### src/rtl/hcbp_pkg.sv
`timescale 1ns / 1ps

package hcbp_pkg;

	localparam int SYMBOL_COUNT = 256;
	localparam int SYM_W        = 8;
	localparam int WORD_BITS    = 32;
	localparam int CNT_W        = 5;
	localparam int LEN_W        = 6;
	localparam int ENTRY_W      = LEN_W + WORD_BITS;
	localparam int OUTQ_DEPTH   = 4;
	localparam int OUTQ_PTR_W   = 2;
	localparam int OUTQ_CNT_W   = 3;

	localparam logic [LEN_W-1:0] MAX_CODE_LEN = LEN_W'(32);
	localparam logic [LEN_W-1:0] WORD_LEN     = LEN_W'(WORD_BITS);

	typedef enum logic [1:0] {
		OP_LOAD   = 2'd0,
		OP_ENCODE = 2'd1,
		OP_FLUSH  = 2'd2
	} op_t;

	typedef enum logic [1:0] {
		RES_WORD  = 2'd0,
		RES_ERROR = 2'd1,
		RES_FLUSH = 2'd2
	} res_kind_t;

	// one queue entry; a flush entry expands into two transfers
	typedef struct packed {
		res_kind_t             kind;
		logic [WORD_BITS-1:0]  word;
		logic [CNT_W-1:0]      count;
	} res_entry_t;

	// item in flight between lookup and pack
	typedef struct packed {
		logic  valid;
		op_t   op;
		logic  hit;
	} pack_item_t;

	function automatic logic [WORD_BITS-1:0] low_mask(input logic [LEN_W-1:0] n);
		logic [2*WORD_BITS-1:0] m;
		begin
			m = ((2*WORD_BITS)'(1) << n) - (2*WORD_BITS)'(1);
			return m[WORD_BITS-1:0];
		end
	endfunction

endpackage

### src/rtl/hcbp_outq.sv
`timescale 1ns / 1ps

module hcbp_outq
	import hcbp_pkg::*;
(
	input  logic                  clk,
	input  logic                  arst_n,
	input  logic                  wr_en,
	input  res_entry_t            wr_data,
	output logic [OUTQ_CNT_W-1:0] fill,
	output logic                  out_valid,
	input  logic                  out_ready,
	output logic [WORD_BITS-1:0]  out_word,
	output logic                  is_length,
	output logic                  last,
	output logic                  error
);

	res_entry_t            slot_q [OUTQ_DEPTH];
	logic [OUTQ_PTR_W-1:0] head_q;
	logic [OUTQ_PTR_W-1:0] tail_q;
	logic [OUTQ_CNT_W-1:0] fill_q;
	logic                  phase_q;
	res_entry_t            head;
	logic                  xfer;
	logic                  pop;

	assign fill      = fill_q;
	assign head      = slot_q[head_q];
	assign out_valid = (fill_q != '0);
	assign xfer      = out_valid && out_ready;
	assign pop       = xfer && ((head.kind != RES_FLUSH) || phase_q);

	always_comb begin
		out_word  = head.word;
		is_length = 1'b0;
		last      = 1'b0;
		error     = 1'b0;
		case (head.kind)
			RES_ERROR: begin
				out_word = '0;
				error    = 1'b1;
			end
			RES_FLUSH: begin
				if (phase_q) begin
					out_word  = WORD_BITS'(head.count);
					is_length = 1'b1;
					last      = 1'b1;
				end
			end
			default: begin
			end
		endcase
	end

	always_ff @(posedge clk) begin
		if (wr_en) begin
			slot_q[tail_q] <= wr_data;
		end
	end

	always_ff @(posedge clk or negedge arst_n) begin
		if (!arst_n) begin
			head_q  <= '0;
			tail_q  <= '0;
			fill_q  <= '0;
			phase_q <= 1'b0;
		end else begin
			if (wr_en) begin
				tail_q <= tail_q + OUTQ_PTR_W'(1);
			end
			if (pop) begin
				head_q  <= head_q + OUTQ_PTR_W'(1);
				phase_q <= 1'b0;
			end else if (xfer) begin
				phase_q <= 1'b1;
			end
			fill_q <= fill_q + OUTQ_CNT_W'(wr_en) - OUTQ_CNT_W'(pop);
		end
	end

endmodule

### config.mk
export PLATFORM = sky130hd
export DESIGN_NAME = hcbp_outq
export DESIGN_NICKNAME = d
export VERILOG_FILES = /design/src/rtl/hcbp_pkg.sv /design/src/rtl/hcbp_outq.sv
export SDC_FILE = /design/constraint.sdc
export NUM_CORES = 1
export LEC_CHECK = 0
export BUFFER_PORTS_ARGS = -buffer_cell sky130_fd_sc_hd__buf_2
export CAP_MARGIN = 20
export CORE_ASPECT_RATIO = 0.5
export CORE_MARGIN = 2
export CORE_UTILIZATION = 30
export CTS_CLUSTER_SIZE = 10
export DETAILED_ROUTE_END_ITERATION = 8
export HOLD_SLACK_MARGIN = 0.06
export SETUP_SLACK_MARGIN = 0.1
export SYNTH_ARGS = -nofsm -noshare
export SYNTH_HDL_FRONTEND = slang
export SYNTH_SLANG_ARGS = --single-unit
### constraint.sdc
create_clock -name clk -period 3.35 [get_ports clk]
set_input_delay 0.1675 -clock clk [delete_from_list [all_inputs] [get_ports clk]]
set_output_delay 0.1675 -clock clk [all_outputs]
set_load 0.02 [all_outputs]
==> flow_summary.yaml, run 1 <==
status:
  status: "finished, final reports clean"
critical_path:
  path_class: "flip-flop to output pin"
  cp.required_ns: 3.18
  critPathMaxFanout: 5
  start_kind: "flip-flop"
  rr_worst_depth: 10
  crit_end: "out_word[2]"
  critPathCaptureType: "output pin"
  reg2reg_slack_ns: 0.75
  reg2reg_to: "fill[2]"
  cp-startpoint: "head_q[0]"
  critPathArrivalTime_ns: 2.54
  r2r-start: "head_q[0]"
cells_and_area:
  finalNonFillerCells: 708
  fin_area_sq_um: 8120
  drive_above_1_share: 0.372
  antenna_cells: 0
  n_fill_cell: 1831
  areaGrowthSynthToFinish_pct: 27.7
  nets: 473
  utilization: 0.392
clock_tree:
  cts-root-buf: "clkbuf_16"
  numCtsBuffers: 17
  clk_pin_slew_ns: 0.06
  htreeDepth: 4
  cts_tree: "yes"
  clockBufferDepth: 2
  cts-resized-gates: 0
  worstSkewPairLatency_ns: 0.41
  clock_sinks: 164
  postCtsSetupRepairBufs: 0
power_and_ir_drop:
  p_leak_nw: 2.89
  powerDensity_nw_per_um2: 970
  finalPower_mw: 7.87
  ir_drop_v: 0.000318
synthesis:
  yosys.area.top_type_share: 0.736
  synth_top_cell_by_area: "edfxtp_1"
  syn_area_per_cell_sq_um: 22.4
  netlist_area_sq_um: 6360
  synth_common_cells: "edfxtp_1 (156), mux4_2 (37), and2_1 (32), dfrtp_1 (8), ha_1 (7)"
  syn_nets: 335
  synth.area.top_cells: "edfxtp_1 (74%), mux4_2 (13%), and2_1 (3.1%)"
  netlist_instances: 284
  synthFlopType: "edfxtp_1"
  synth_cell_types: 26
  async_reset_ff_frac: 0.0488
  yosysMostFrequentCell: "edfxtp_1"
  synth-seq-area-share: 0.768
  ys_warn_count: 0
  synth_seq_cells: 164
  synth_edf_count: 156
sta:
  rsz0062_at_grt: "no"
  maxSlewHeadroom: 0.595
  fmax_mhz: 370
  period_share: 0.807
  hold_viol: 0
  drv_slew: 0
  worst_pin_slew_ns: 0.608
  tns_ns: 0
  hold_slack_ns: 0.131
  clock_skew_ns: 0.00657
  timing.final.ws_setup_ns: 0.647
  setup_viol: 0
  fin_crit_ns: 2.70
floorplanning:
  die_y_microns: 107
  io_pins: 82
  die_area_sq_um: 22500
  die_x_microns: 210
  start_util: 0.307
  coreArea_sq_um: 20700
  num_rows: 37
place:
  dpl_cell_area_sq_um: 7090
  pre_cts_ws_ns: 0.740
  dp_cells: 635
  io_buffers: 81
  dp_hpwl_mm: 7.44
  gp_congestion: 0.702
global_route:
  antenna_found_initial: 0
  track_usage: 0.114
  grt_overflow: 0
  grt_start_max_net_pins: 35
  grt_pass1_wl_mm: 18.6
  grt_pass1_vias: 3406
drt:
  num_vias: 3107
  drc: 0
  dr.pass1.iters: 4
  drt_iter0_markers: 216
  wl_per_cell_microns: 17.1
  ant_nets: 0
  vias_per_cell: 4.39
  wl_mm: 12.1
min_path:
  hp-class: "input pin to async pin"
job:
  maxCapViolCount: 0
-- area by class of cell --
| class | instances | area [sq um] | share of cell area |
|---|---|---|---|
| multi-input cells | 102 | 1360 | 0.168 |
| clock buffers | 19 | 433 | 0.0533 |
| well taps | 273 | 342 | 0.0421 |
| inverters | 5 | 18.8 | 0.00231 |
| repair buffers | 132 | 891 | 0.110 |
| clock inverters | 13 | 188 | 0.0231 |
| flip-flops and latches | 164 | 4890 | 0.602 |
-- cells by family (layout without fill, tap and decap cells) --
family | Yosys count | count (layout) | synth area share
AO/OA/AOI/OAI | 7 | 7 | 0.00905
XOR/XNOR | 6 | 6 | 0.00826
adder cells (fa/ha/maj) | 8 | 8 | 0.0169
buffers and inverters | 18 | 169 | 0.0187
flip-flops | 164 | 164 | 0.768
multiplexers | 39 | 39 | 0.139
AND/OR/NAND/NOR | 42 | 42 | 0.0399
-- placed cells by master (no fill, tap or decap), drive strengths merged, types with 7 or more instances in the layout --
| master | count |
|---|---|
| clkbuf | 19 |
| buf | 91 |
| ha | 7 |
| dlygate4sd3 | 41 |
| and2 | 33 |
| mux4 | 39 |
| edfxtp | 156 |
| dfrtp | 8 |
| clkinv | 8 |
-- critical path, stage by stage (launching register included) --
cell and delay (ns):
dfrtp_2 0.40, mux4_2 0.52, inv_1 0.08, ha_1 0.15, and2_1 0.14, nor2b_1 0.42
a22o_1 0.24, buf_2 0.17
-- repair_timing --
item                                    4_1_cts  5_1_grt
hold buffers                                 41        0
endpoints found under the hold margin       166        0
endpoints found under the setup margin        0        0
-- state kept, by name, indices dropped and copies added, names as in the netlist --
signal / count
head_q: 2
fill: 3
phase_q: 1
tail_q: 2
slot_q: 156
-- metal layers --
metal / wire length (microns) / global-route usage / up-vias
met3: 342 / 0.0354 / 6
met1: 5230 / 0.137 / 1635
met2: 6480 / 0.199 / 40
li1: - / - / 1426
met5: 0 / 0 / -
met4: 85 / 0.0370 / 0
-- report_power, final --
part           internal (mW)  switching [mW]  leakage (nW)
logic                   1.24            1.78          1.06
registers               2.70           0.129          1.52
clock network           1.31           0.720         0.309
-- worst min path at each step --
stage,startpoint,endpoint,slack [ns],cells after the start
finish,arst_n,tail_q[0],0.13,2
global route,arst_n,fill[1],0.13,2
CTS,arst_n,fill[1],0.12,2
detailed placement,arst_n,tail_q[0],0.03,1
global placement,arst_n,tail_q[0],0.03,1
floorplan,arst_n,fill[0],-0.13,0
(Power assumes the default switching activity.)
==> run 2: changes to the inputs <==
--- a/config.mk
+++ b/config.mk
@@ -5,6 +5,7 @@
 export SDC_FILE = /design/constraint.sdc
 export NUM_CORES = 1
 export LEC_CHECK = 0
+export ABC_AREA = 1
 export BUFFER_PORTS_ARGS = -buffer_cell sky130_fd_sc_hd__buf_2
 export CAP_MARGIN = 20
 export CORE_ASPECT_RATIO = 0.5
==> constraint.sdc (replaced) <==
create_clock -name clk -period 2.3 [get_ports clk]
set_input_delay 0.115 -clock clk [delete_from_list [all_inputs] [get_ports clk]]
set_output_delay 0.115 -clock clk [all_outputs]
set_load 0.02 [all_outputs]
==> run 2 against run 1 <==
The flow now finishes with violations (negative setup slack). Sequential power is 45% higher. Design area is 16% higher. Clock-buffer cell count is 2 lower. Critical path type unchanged. Clock skew is 0.0011 ns higher. Flip-flop and latch count stayed put. First-iteration DRC count is 19% higher. Hold slack better by 0.30 ns. Largest power group unchanged. Register-to-register slack worse by 0.74 ns. Sequential share of layout area is 8.1 points lower.
==> flow_summary.yaml, run 2 <==
status:
  status: "finished, violations left"
  violations: "negative setup slack"
global_route:
  antenna_found_initial: 1
  met3_usage: 0.0383
  use_met2: 0.232
  grt_start_max_net_pins: 45
  grt_pass1_vias: 4858
  grt_pass1_wl_mm: 25.2
  grt_overflow: 0
  met1_usage: 0.162
  busiest_layer: "met2"
  track_usage: 0.135
critical_path:
  path_class: "flip-flop to output pin"
  critPathMaxFanout: 7
  cp.required_ns: 2.18
  critPathArrivalTime_ns: 2.29
  critPathCaptureType: "output pin"
  start_kind: "flip-flop"
synthesis:
  yosys.area.top_type_share: 0.670
  synthFlopType: "edfxtp_1"
  synth_common_cells: "nand2_1 (302), edfxtp_1 (156), inv_1 (55), nand3_1 (21), a21oi_2 (15)"
  yosysMostFrequentCell: "nand2_1"
  syn_nets: 680
  async_reset_ff_frac: 0.0488
  synth-seq-area-share: 0.699
  syn_area_per_cell_sq_um: 11.1
  synth_seq_cells: 164
  synth_edf_count: 156
  synth_cell_types: 24
  synth_top_cell_by_area: "edfxtp_1"
  ys_warn_count: 0
  netlist_instances: 629
  netlist_area_sq_um: 6990
  synth.area.top_cells: "edfxtp_1 (67%), nand2_1 (16%), inv_1 (3.0%)"
sta:
  worst_pin_slew_ns: 0.519
  fmax_mhz: 416
  period_share: 1.04
  setup_viol: 33
  maxSlewHeadroom: 0.654
  timing.final.ws_setup_ns: -0.102
  rsz0062_at_grt: "yes"
  clock_skew_ns: 0.00763
  hold_viol: 0
  drv_slew: 0
  fin_crit_ns: 2.40
clock_tree:
  cts-root-buf: "clkbuf_16"
  cts_tree: "yes"
  clock_sinks: 164
  htreeDepth: 4
  clk_pin_slew_ns: 0.06
  clockBufferDepth: 2
  worstSkewPairLatency_ns: 0.42
  numCtsBuffers: 17
drt:
  drt_iter0_markers: 256
  num_vias: 4723
  dr.pass1.iters: 4
  wl_per_cell_microns: 14.5
  ant_nets: 0
  vias_per_cell: 4.31
  wl_mm: 15.9
  drc: 0
floorplanning:
  start_util: 0.306
  num_rows: 39
  die_area_sq_um: 24600
  die_y_microns: 112
  die_x_microns: 220
  io_pins: 82
  coreArea_sq_um: 22800
power_and_ir_drop:
  powerDensity_nw_per_um2: 1570
  ir_drop_v: 0.000755
  p_leak_nw: 3.89
cells_and_area:
  drive_above_1_share: 0.249
  largest_reg_flops: 156
  final_common_cell: "nand2_1"
  finalNonFillerCells: 1096
  nets: 826
  areaGrowthSynthToFinish_pct: 34.4
  largest-register: "slot_q"
  layout_common_cells: "nand2_1 (293), edfxtp_1 (156), buf_2 (51)"
  utilization: 0.411
place:
  dp_hpwl_mm: 8.82
  io_buffers: 81
  gp_congestion: 0.728
  dp_cells: 1005
  pre_cts_ws_ns: -0.0173
job:
  maxCapViolCount: 0
min_path:
  hp-class: "input pin to flip-flop"
==> run 2: changes by cell type in the layout (fill, tap and decap cells not counted), sizes merged, moves of 5 or more <==
cell / previous run / this run
a21oi: 0 / 28
a22o: 5 / 0
and2: 33 / 1
buf: 91 / 112
inv: 5 / 58
mux4: 39 / 0
nand2: 1 / 302
nand3: 1 / 21
==> run 2: critical path, cell delays in order, from the launching register on <==
cell and delay [ns]:
dfrtp_2 0.43, inv_4 0.11, nor2_4 0.04, nor2_2 0.10, o21ai_2 0.07, nand2_1 0.10, inv_2 0.05, ha_4 0.17
buf_6 0.12, a21oi_4 0.14, buf_6 0.17, buf_12 0.17, a21oi_2 0.04, buf_4 0.15
==> run 2: layout make-up <==
cell class	instances	area [sq um]
Inverter	57	221
Antenna cell	1	2.50
Sequential cell	164	4890
Tap cell	307	384
Clock inverter	15	154
Fill cell	2095	13400
Clock buffer	17	425
Timing Repair Buffer	157	1390
Multi-Input combinational cell	378	1920
==> run 2: layer usage <==
metal  wire, microns  vias to the layer above
li1                -                     2340
met1            6860                     2278
met2            8010                       85
met3             717                       20
met4             271                        0
met5               0                        -
==> run 2: power by group <==
group          leakage (nW)  switching (mW)  internal (mW)  total, mW
clock network         0.278            1.16           1.60       2.77
logic                  2.08            4.66           3.25       7.90
registers              1.53           0.177           3.92       4.10
==> run 2: timing repair <==
| action | in CTS | in global routing |
|---|---|---|
| cloned | 2 | 1 |
| hold buffers | 44 | 0 |
| pin swaps | 8 | 2 |
| endpoints found under the setup margin | 33 | 34 |
| gates resized for setup | 72 | 38 |
| hold endpoints to repair | 169 | 0 |
| buffers inserted | 10 | 1 |
==> run 2: cells by family after synthesis <==
family / Yosys count / share of synthesized area
buffers and inverters: 87 / 0.0630
AO/OA/AOI/OAI: 35 / 0.0355
AND/OR/NAND/NOR: 332 / 0.183
XOR/XNOR: 3 / 0.00376
flip-flops: 164 / 0.699
adder cells (fa/ha/maj): 8 / 0.0154
==> run 2: path summary, 6_finish.rpt <==
path / start / to / slack (ns) / cells after the start
min in group asynchronous: arst_n / fill[0] / 0.57 / 3
max in group asynchronous: arst_n / head_q[0] / 0.81 / 4
worst min register to register: phase_q / phase_q / 0.52 / 2
worst max register to register: head_q[0] / fill[2] / 0.01 / 15
worst max-delay path: head_q[0] / out_word[14] / -0.10 / 13
worst min-delay path: wr_data[16] / slot_q[2][16] / 0.43 / 2
==> run 2: stage by stage <==
step / cell area, sq um / setup TNS, ns / power [mW] / hold slack (ns)
finish: 9390 / -2.30 / 14.8 / 0.434
CTS: 9200 / -1.80 / 14.2 / 0.424
detailed placement: 7790 / -0.0173 / 9.66 / -0.0237
global placement: 7790 / 0 / 9.56 / -0.0282
floorplan: 7030 / -0.0146 / 7.99 / -0.181
global route: 9390 / -5.40 / 15.6 / 0.426
