<file path="src/rtl/hcbp_pkg.sv">
`timescale 1ns / 1ps

package hcbp_pkg;

	localparam int SYMBOL_COUNT = 256;
	localparam int SYM_W        = 8;
	localparam int WORD_BITS    = 32;
	localparam int CNT_W        = 5;
	localparam int LEN_W        = 6;
	localparam int ENTRY_W      = LEN_W + WORD_BITS;
	localparam int OUTQ_DEPTH   = 4;
	localparam int OUTQ_PTR_W   = 2;
	localparam int OUTQ_CNT_W   = 3;

	localparam logic [LEN_W-1:0] MAX_CODE_LEN = LEN_W'(32);
	localparam logic [LEN_W-1:0] WORD_LEN     = LEN_W'(WORD_BITS);

	typedef enum logic [1:0] {
		OP_LOAD   = 2'd0,
		OP_ENCODE = 2'd1,
		OP_FLUSH  = 2'd2
	} op_t;

	typedef enum logic [1:0] {
		RES_WORD  = 2'd0,
		RES_ERROR = 2'd1,
		RES_FLUSH = 2'd2
	} res_kind_t;

	// one queue entry; a flush entry expands into two transfers
	typedef struct packed {
		res_kind_t             kind;
		logic [WORD_BITS-1:0]  word;
		logic [CNT_W-1:0]      count;
	} res_entry_t;

	// item in flight between lookup and pack
	typedef struct packed {
		logic  valid;
		op_t   op;
		logic  hit;
	} pack_item_t;

	function automatic logic [WORD_BITS-1:0] low_mask(input logic [LEN_W-1:0] n);
		logic [2*WORD_BITS-1:0] m;
		begin
			m = ((2*WORD_BITS)'(1) << n) - (2*WORD_BITS)'(1);
			return m[WORD_BITS-1:0];
		end
	endfunction

endpackage

</file>
<file path="src/rtl/hcbp_packer.sv">
`timescale 1ns / 1ps

module hcbp_packer
	import hcbp_pkg::*;
(
	input  logic                 clk,
	input  logic                 arst_n,
	input  pack_item_t           item,
	input  logic [ENTRY_W-1:0]   entry,
	output logic                 res_wr,
	output res_entry_t           res
);

	logic [WORD_BITS-1:0]   acc_q;
	logic [CNT_W-1:0]       cnt_q;
	logic                   stop_q;

	logic [LEN_W-1:0]       len;
	logic [WORD_BITS-1:0]   code;
	logic [LEN_W-1:0]       total;
	logic [CNT_W-1:0]       keep;
	logic [LEN_W-1:0]       room;
	logic [2*WORD_BITS-1:0] acc_wide;
	logic [2*WORD_BITS-1:0] acc_up_len;
	logic [2*WORD_BITS-1:0] acc_up_room;
	logic [WORD_BITS-1:0]   code_down;
	logic                   fills;

	logic [WORD_BITS-1:0]   acc_d;
	logic [CNT_W-1:0]       cnt_d;
	logic                   stop_d;

	always_comb begin
		len         = entry[ENTRY_W-1 -: LEN_W];
		if (len > WORD_LEN) begin
			len = WORD_LEN;
		end
		code        = entry[WORD_BITS-1:0] & low_mask(len);
		total       = LEN_W'(cnt_q) + len;
		fills       = (total >= WORD_LEN);
		keep        = CNT_W'(total - WORD_LEN);
		room        = WORD_LEN - LEN_W'(cnt_q);
		acc_wide    = (2*WORD_BITS)'(acc_q);
		acc_up_len  = acc_wide << len;
		acc_up_room = acc_wide << room;
		code_down   = code >> keep;
	end

	always_comb begin
		acc_d      = acc_q;
		cnt_d      = cnt_q;
		stop_d     = stop_q;
		res_wr     = 1'b0;
		res.kind   = RES_WORD;
		res.word   = acc_q;
		res.count  = cnt_q;
		if (item.valid) begin
			case (item.op)
				OP_ENCODE: begin
					if (!stop_q) begin
						if (!item.hit) begin
							stop_d   = 1'b1;
							res_wr   = 1'b1;
							res.kind = RES_ERROR;
						end else if (!fills) begin
							acc_d = acc_up_len[WORD_BITS-1:0] | code;
							cnt_d = CNT_W'(total);
						end else begin
							res_wr   = 1'b1;
							res.kind = RES_WORD;
							res.word = acc_up_room[WORD_BITS-1:0] | code_down;
							acc_d    = code & low_mask(LEN_W'(keep));
							cnt_d    = keep;
						end
					end
				end
				OP_FLUSH: begin
					res_wr   = 1'b1;
					res.kind = RES_FLUSH;
					acc_d    = '0;
					cnt_d    = '0;
					stop_d   = 1'b0;
				end
				default: begin
				end
			endcase
		end
	end

	always_ff @(posedge clk or negedge arst_n) begin
		if (!arst_n) begin
			acc_q  <= '0;
			cnt_q  <= '0;
			stop_q <= 1'b0;
		end else begin
			acc_q  <= acc_d;
			cnt_q  <= cnt_d;
			stop_q <= stop_d;
		end
	end

endmodule

</file>
<file path="config.mk">
export PLATFORM = sky130hd
export DESIGN_NAME = hcbp_packer
export DESIGN_NICKNAME = d
export VERILOG_FILES = /design/src/rtl/hcbp_pkg.sv /design/src/rtl/hcbp_packer.sv
export SDC_FILE = /design/constraint.sdc
export NUM_CORES = 1
export LEC_CHECK = 0
export BUFFER_PORTS_ARGS = -buffer_cell sky130_fd_sc_hd__buf_2
export CORE_MARGIN = 2
export CORE_UTILIZATION = 45
export DETAILED_ROUTE_END_ITERATION = 10
export HOLD_SLACK_MARGIN = 0.03
export PLACE_DENSITY_LB_ADDON = 0.1
export SETUP_SLACK_MARGIN = 0.05
export SYNTH_ARGS = -nofsm -noshare
export SYNTH_HDL_FRONTEND = slang
export SYNTH_SLANG_ARGS = --single-unit
</file>
<file path="constraint.sdc">
create_clock -name clk -period 8.55 [get_ports clk]
set_clock_uncertainty 0.1 [all_clocks]
set_input_delay 2.565 -clock clk [delete_from_list [all_inputs] [get_ports clk]]
set_output_delay 2.565 -clock clk [all_outputs]
set_load 0.1 [all_outputs]
</file>
==> key figures, run 1 <==
Global routing
  • Total GRT Usage: 42.9%
  • Initial antenna violation count: 0
  • Number of global-route vias before repair: 10096
  • Global route overflow: 0
  • Largest net degree at the start of global routing: 47
  • Global-route wire length before repair: 65200 µm

Setup path
  • Critical path arrival: between 5000 and 6000 ps
  • CP Class: in -> out
  • CP startpoint kind: input port
  • Worst path required time: 5890 ps
  • Crit-path slowest cell: o21ai_1
  • Reg2reg setup slack: 4450 ps
  • Worst setup EP type: output pin
  • CP Cell Sequence: buf_2 > buf_4 > or3_1 > o31a_1 > o21ai_1 > o21ai_0 > nor2_1 > o21ai_0 > a221oi_1 > buf_4 > o22ai_4 > buf_12
  • Worst R2R Start: cnt_q[2]
  • CP peak stage delay: 570 ps
  • Source of the critical timing path: entry[37]
  • Crit Path Max Fanout: 12

Yosys
  • Sequential element share of the synthesized area: 10.9%
  • Synth Area in Adders: 1.66%
  • Post-synth top cells: 145 x nand2_1, 109 x nor2_1, 107 x mux2i_1
  • XOR/XNOR Fraction of Synth Area: 1.61%
  • Post-Synth Simple-Gate Area: 21.4%
  • Share of the synthesized area in the top cell type: 12.3%
  • Synthesized area: 0.00872 mm²
  • Net count after synthesis: 1272
  • Most frequent cell after synthesis: nand2_1
  • Post-synth EDFFs: 0
  • Async S/R FF share, synth: 100%
  • Synth Area per Inst: 7.16 µm²
  • Warnings, synthesis: 0
  • Main flop type after synthesis: dfrtp_1
  • Post-synthesis compound-gate area fraction: 34.8%
  • Largest family of logic cells by synthesized area: compound AO/OA/AOI/OAI gates
  • Synth unique cells: 89
  • FF+latch count, synth: 38
  • Post-Syn Instances: around 1200
  • Area contributors post-synth: mux2i_1 12%, dfrtp_1 11%, mux4_2 8.0%
  • Synth area leader: mux2i_1
  • Post-synthesis mux area share: 22.8%

Die
  • # rows: 50
  • Core area: roughly 0.019 mm²
  • IO Count: 84
  • Initial core utilization: 46.3%
  • DIE WIDTH: 143 µm
  • Die H: 143 µm
  • Die area: 0.0205 mm²

Clock network
  • TritonCTS clock tree: yes
  • Num CTS Buffers: 5
  • CTS sink count: 38
  • Insertion delay to the later sink of the worst-skew pair: 310 ps
  • Root buf cell: clkbuf_16
  • Worst-path clk slew: 80 ps
  • H-tree depth: 2
  • # hold bufs at CTS: 0
  • Longest Clk Path Bufs: 2

Power
  • Leakage: 4.45 nW
  • Pwr per Cell Area: 420 mW/mm²
  • Comb pwr share: around 85%
  • Switching part of the total: 61.5%
  • Net Switching: 0.00285 W
  • Int Pwr: 0.00178 W
  • Clock share of power: roughly 5.7%
  • Sequential share of power: 9.6%
  • Peak VDD IR: approximately 0.19 mV

Timing
  • Final Hold Vio Count: 0
  • FMAX: about 0.12 GHz
  • Fin crit share: 99.2%
  • Slew HR: 34.4%
  • Unrepaired setup endpoints after global routing: true
  • Min Tclk post-route: 8480 ps
  • WHS: approximately 440 ps
  • Slew @ Worst Pin: 984 ps
  • Post-Route Setup TNS: 0 ps
  • Final Setup Violations: 0
  • Max-slew violation count: 0

Finish
  • FILL cells: between 1500 and 2000
  • Fin util: 58.6%
  • Synth-to-Final Area Change: 26.6%
  • Antenna Cells: 0
  • Share of cells above drive strength 1: roughly 26%
  • Final Cell Area: 0.0110 mm²
  • Layout Nets: between 1000 and 1500

Detailed routing
  • Vias per inst: roughly 7
  • Residual DRC: 0
  • Via count: 11178
  • Drt pass-1 iters: 7
  • Drt wl/cell: 28.4 µm
  • Routed WL: 44400 µm
  • Final antenna-violating net count: 0
  • 1st-iter DRT viols: 1958

Outcome
  • Outcome: finished, final reports clean

Min path
  • Hold Crit Start: stop_q
  • Min-Delay Path Class: reg -> reg

Place
  • Placed inst area: 0.0107 mm²
  • RePlAce Congestion: 1.04
  • Final HPWL DP: approximately 34000 µm
  • PortBufs: 83

Job
  • Max cap viols: 0
==> repair_timing <==
| item | in CTS | in global routing |
|---|---|---|
| setup buffers | 4 | 5 |
| pin swaps | 1 | 4 |
| gates resized for setup | 2 | 10 |
| setup endpoints to repair | 2 | 20 |
==> cell families after synthesis <==
group           Yosys count
compound gates          447
simple gates            399
mux                     157
buf+inv                 149
flops                    38
xor+xnor                 16
fa+ha+maj                11
==> sequential cells by signal, indices dropped and copies added (netlist names) <==
name,cells
acc_q,32
cnt_q,5
stop_q,1
==> power groups by stage <==
stage | Clock (W) | Combinational (W) | Sequential [W]
after global routing | 0.000273 | 0.00411 | 0.000438
after CTS | 0.000267 | 0.00378 | 0.000427
after floorplan | 0 | 0.00254 | 0.000369
final | 0.000266 | 0.00392 | 0.000447
after detailed placement | 0 | 0.00376 | 0.000433
after global placement | 0 | 0.00376 | 0.000431
==> cell usage in the layout (no fill, tap or decap), types with 7 or more instances in the layout <==
| cell | count |
|---|---|
| a32o_1 | 10 |
| nand2_1 | 145 |
| o21ai_0 | 84 |
| nand2b_1 | 12 |
| nand3_1 | 26 |
| mux2i_1 | 107 |
| inv_1 | 21 |
| nand4_1 | 8 |
| o21ai_1 | 8 |
| buf_12 | 35 |
| o22ai_1 | 9 |
| a31oi_1 | 19 |
| nor2_1 | 106 |
| a32oi_1 | 10 |
| o211ai_1 | 19 |
| o21a_1 | 14 |
| dfrtp_1 | 37 |
| nor2b_1 | 14 |
| mux2_2 | 18 |
| and2_1 | 15 |
| a22o_1 | 12 |
| o31ai_1 | 22 |
| buf_2 | 53 |
| and3_1 | 9 |
| a21oi_1 | 87 |
| a221oi_1 | 7 |
| ha_1 | 9 |
| buf_4 | 111 |
| nor3_1 | 25 |
| xnor2_1 | 7 |
| a211oi_1 | 22 |
| mux4_2 | 31 |
==> routing by layer <==
metal | part of all wire, % | vias to the layer above | GRT usage, % | wire length (µm)
li1 | - | 4860 | - | -
met3 | 13 | 152 | 11.0 | 5660
met2 | 42 | 878 | 62.7 | 18800
met4 | 5.2 | 0 | 19.8 | 2310
met1 | 40 | 5288 | 59.0 | 17600
met5 | 0 | - | 0 | 0
==> final timing paths <==
| kind | to | cells past startpoint |
|---|---|---|
| worst max-delay path | res[5] | 12 |
| worst min-delay path | stop_q | 1 |
| max in group asynchronous | cnt_q[0] | 1 |
| worst max register to register | acc_q[20] | 12 |
| worst min register to register | stop_q | 1 |
| min in group asynchronous | acc_q[0] | 1 |
==> through the flow <==
stage	worst slack [ps]	std cells	total power, W
finish	69.9	1562	0.00464
global route	-7.24	1562	0.00482
CTS	83.7	1557	0.00447
detailed placement	-22.6	1545	0.00419
floorplan	-36.5	1217	0.00291
global placement	-72.6	1545	0.00419
==> critical path: cells and delay by family <==
kind	cells	cell delay, ps
AO/OA/AOI/OAI	6	1800
buffers and inverters	4	730
AND/OR/NAND/NOR	2	710
==> cell type report <==
class / instances / area, µm² / area share, %
clock inverters: 2 / 60.1 / 0.544
clock buffers: 6 / 139 / 1.26
multi-input cells: 1030 / 7660 / 69.4
inverters: 26 / 98.8 / 0.895
flip-flops and latches: 38 / 952 / 8.62
well taps: 260 / 325 / 2.95
repair buffers: 200 / 1810 / 16.4
No activity file was read; power rests on OpenSTA's default activity.
==> run 2: changes to the inputs <==
--- a/config.mk
+++ b/config.mk
@@ -11,6 +11,7 @@
 export DETAILED_ROUTE_END_ITERATION = 10
 export HOLD_SLACK_MARGIN = 0.03
 export PLACE_DENSITY_LB_ADDON = 0.1
+export RECOVER_POWER = 50
 export SETUP_SLACK_MARGIN = 0.05
 export SYNTH_ARGS = -nofsm -noshare
 export SYNTH_HDL_FRONTEND = slang
==> run 2 against run 1 <==
Compared with the run above: the run now ends with capacitance limit, slew limit left; register-to-register slack is essentially flat; combinational power about the same; cell count unchanged; global-route usage did not move; core utilization shrank 0.093 points; largest cell class unchanged.
==> key figures, run 2 (synthesis gave the netlist of run 1 again) <==
Global routing
  • Initial antenna violation count: 0
  • Number of global-route vias before repair: 10096
  • Global route overflow: 0
  • Met2 Resource Use GR: 62.7%
  • Global-route wire length before repair: 65200 µm
  • Met3 Usage GRT: 11.0%
  • GRT busiest layer: met2
  • Total GRT Usage: 42.9%
  • M1 GR Usage: around 59%
  • Largest net degree at the start of global routing: 47

Setup path
  • Worst setup EP type: output pin
  • CP peak stage delay: between 500 and 600 ps
  • CP Class: in -> out
  • Crit-path slowest cell: o21ai_1
  • CP startpoint kind: input port
  • Critical path arrival: 5850 ps
  • Worst path required time: 5890 ps
  • Crit Path Max Fanout: 12
  • CP Cell Sequence: buf_2 > buf_4 > or3_1 > o31a_1 > o21ai_1 > o21ai_0 > nor2_1 > o21ai_0 > a221oi_1 > buf_4 > o22ai_4 > buf_12

Clock network
  • Root buf cell: clkbuf_16
  • # hold bufs at CTS: 0
  • Longest Clk Path Bufs: 2
  • Worst-path clk slew: 70 ps
  • CTS sink count: 38
  • Insertion delay to the later sink of the worst-skew pair: about 310 ps
  • H-tree depth: 2
  • TritonCTS clock tree: yes
  • Num CTS Buffers: 5

Finish
  • Fin util: 58.5%
  • Register Area: 952 µm²
  • Top flop regs: acc_q x32, cnt_q x5, stop_q x1
  • FILL cells: 1863
  • Layout Nets: roughly 1400
  • Synth-to-Final Area Change: 26.4%
  • Most flops, register: acc_q
  • Share of cells above drive strength 1: 25.0%
  • Most common cell after layout, fill and taps aside: nand2_1
  • Area occupied by multi-input gates: 0.00766 mm²
  • Final Cell Area: 0.0110 mm²
  • Most frequent cells in the layout: 145 x nand2_1, 108 x buf_4, 107 x mux2i_1
  • Max reg flops: 32
  • Antenna Cells: 0

Timing
  • Unrepaired setup endpoints after global routing: true
  • Max-slew violation count: 128
  • Fin crit share: 99.5%
  • Slew HR: -79.7%
  • Final Hold Vio Count: 0
  • Post-Route Setup TNS: 0 ps
  • Slew @ Worst Pin: 2700 ps
  • Final Setup Violations: 0
  • Min Tclk post-route: 8510 ps
  • FMAX: around 0.12 GHz

Detailed routing
  • Via count: 11176
  • Routed WL: 44600 µm
  • Drt pass-1 iters: 7
  • Vias per inst: between 7 and 8
  • Drt wl/cell: 28.6 µm
  • 1st-iter DRT viols: 1930
  • Final antenna-violating net count: 0
  • Residual DRC: 0

Power
  • Peak VDD IR: between 0.15 and 0.2 mV
  • Leakage: 4.42 nW
  • Pwr per Cell Area: 421 mW/mm²

Job
  • Max cap viols: 3

Place
  • RePlAce Congestion: 1.04
  • Placed inst area: around 0.011 mm²
  • Final HPWL DP: between 30000 and 40000 µm
  • PortBufs: 83

Die
  • Core area: 0.0188 mm²
  • # rows: 50
  • Die area: 0.0205 mm²
  • DIE WIDTH: 143 µm
  • IO Count: 84
  • Die H: 143 µm
  • Initial core utilization: a little under half

Outcome
  • Outcome: finished with violations
  • Failing checks: capacitance limit, slew limit

Min path
  • Min-Delay Path Class: reg -> reg
-- run 2: where the power goes --
group | internal (W) | total, W | switching (W)
clock | 0.000176 | 0.000268 | 0.0000923
combinational | 0.00138 | 0.00393 | 0.00255
sequential | 0.000230 | 0.000448 | 0.000218
-- run 2: worst max-delay path: cells and delay by family --
kind | cells | cell delay (ps)
and+or+nand+nor | 2 | 720
AOI/OAI and AO/OA | 6 | 1810
buffers and inverters | 4 | 730
-- run 2: metal layers --
layer | up-vias | wire, µm
li1 | 4859 | -
met1 | 5228 | 17200
met2 | 936 | 18900
met3 | 153 | 6190
met4 | 0 | 2400
met5 | - | 0
-- run 2: final timing paths --
| kind | from | endpoint | slack (ps) | depth (start not counted) |
|---|---|---|---|---|
| max | entry[37] | res[5] | 40 | 12 |
| min | stop_q | stop_q | 440 | 1 |
| max reg2reg | cnt_q[2] | acc_q[20] | 4460 | 12 |
| min reg2reg | stop_q | stop_q | 440 | 1 |
| max in group asynchronous | arst_n | cnt_q[0] | 3940 | 1 |
| min in group asynchronous | arst_n | acc_q[0] | 2870 | 1 |
-- run 2: through the flow --
| step | total power, W | std cells | hold WS [ps] | setup WS, ps |
|---|---|---|---|---|
| after floorplan | 0.00291 | 1217 | 384 | -36.5 |
| after global placement | 0.00419 | 1545 | 413 | -72.6 |
| after detailed placement | 0.00419 | 1545 | 416 | -22.6 |
| after CTS | 0.00447 | 1557 | 432 | 83.7 |
| after global routing | 0.00483 | 1562 | 450 | -7.24 |
| final | 0.00465 | 1562 | 442 | 38.5 |
-- run 2: layout make-up --
cell class	instances	share of cell area (%)
clock buffer	6	1.26
tap	260	2.95
clock inverter	2	0.545
sequential	38	8.64
timing repair buffer	200	16.2
inverter	26	0.897
multi-input combinational	1030	69.5
-- run 2: what timing repair did --
action | 4_1_cts | 5_1_grt
pin swaps | 1 | 4
buffers inserted | 4 | 5
gates resized for setup | 2 | 10
endpoints found under the setup margin | 2 | 20
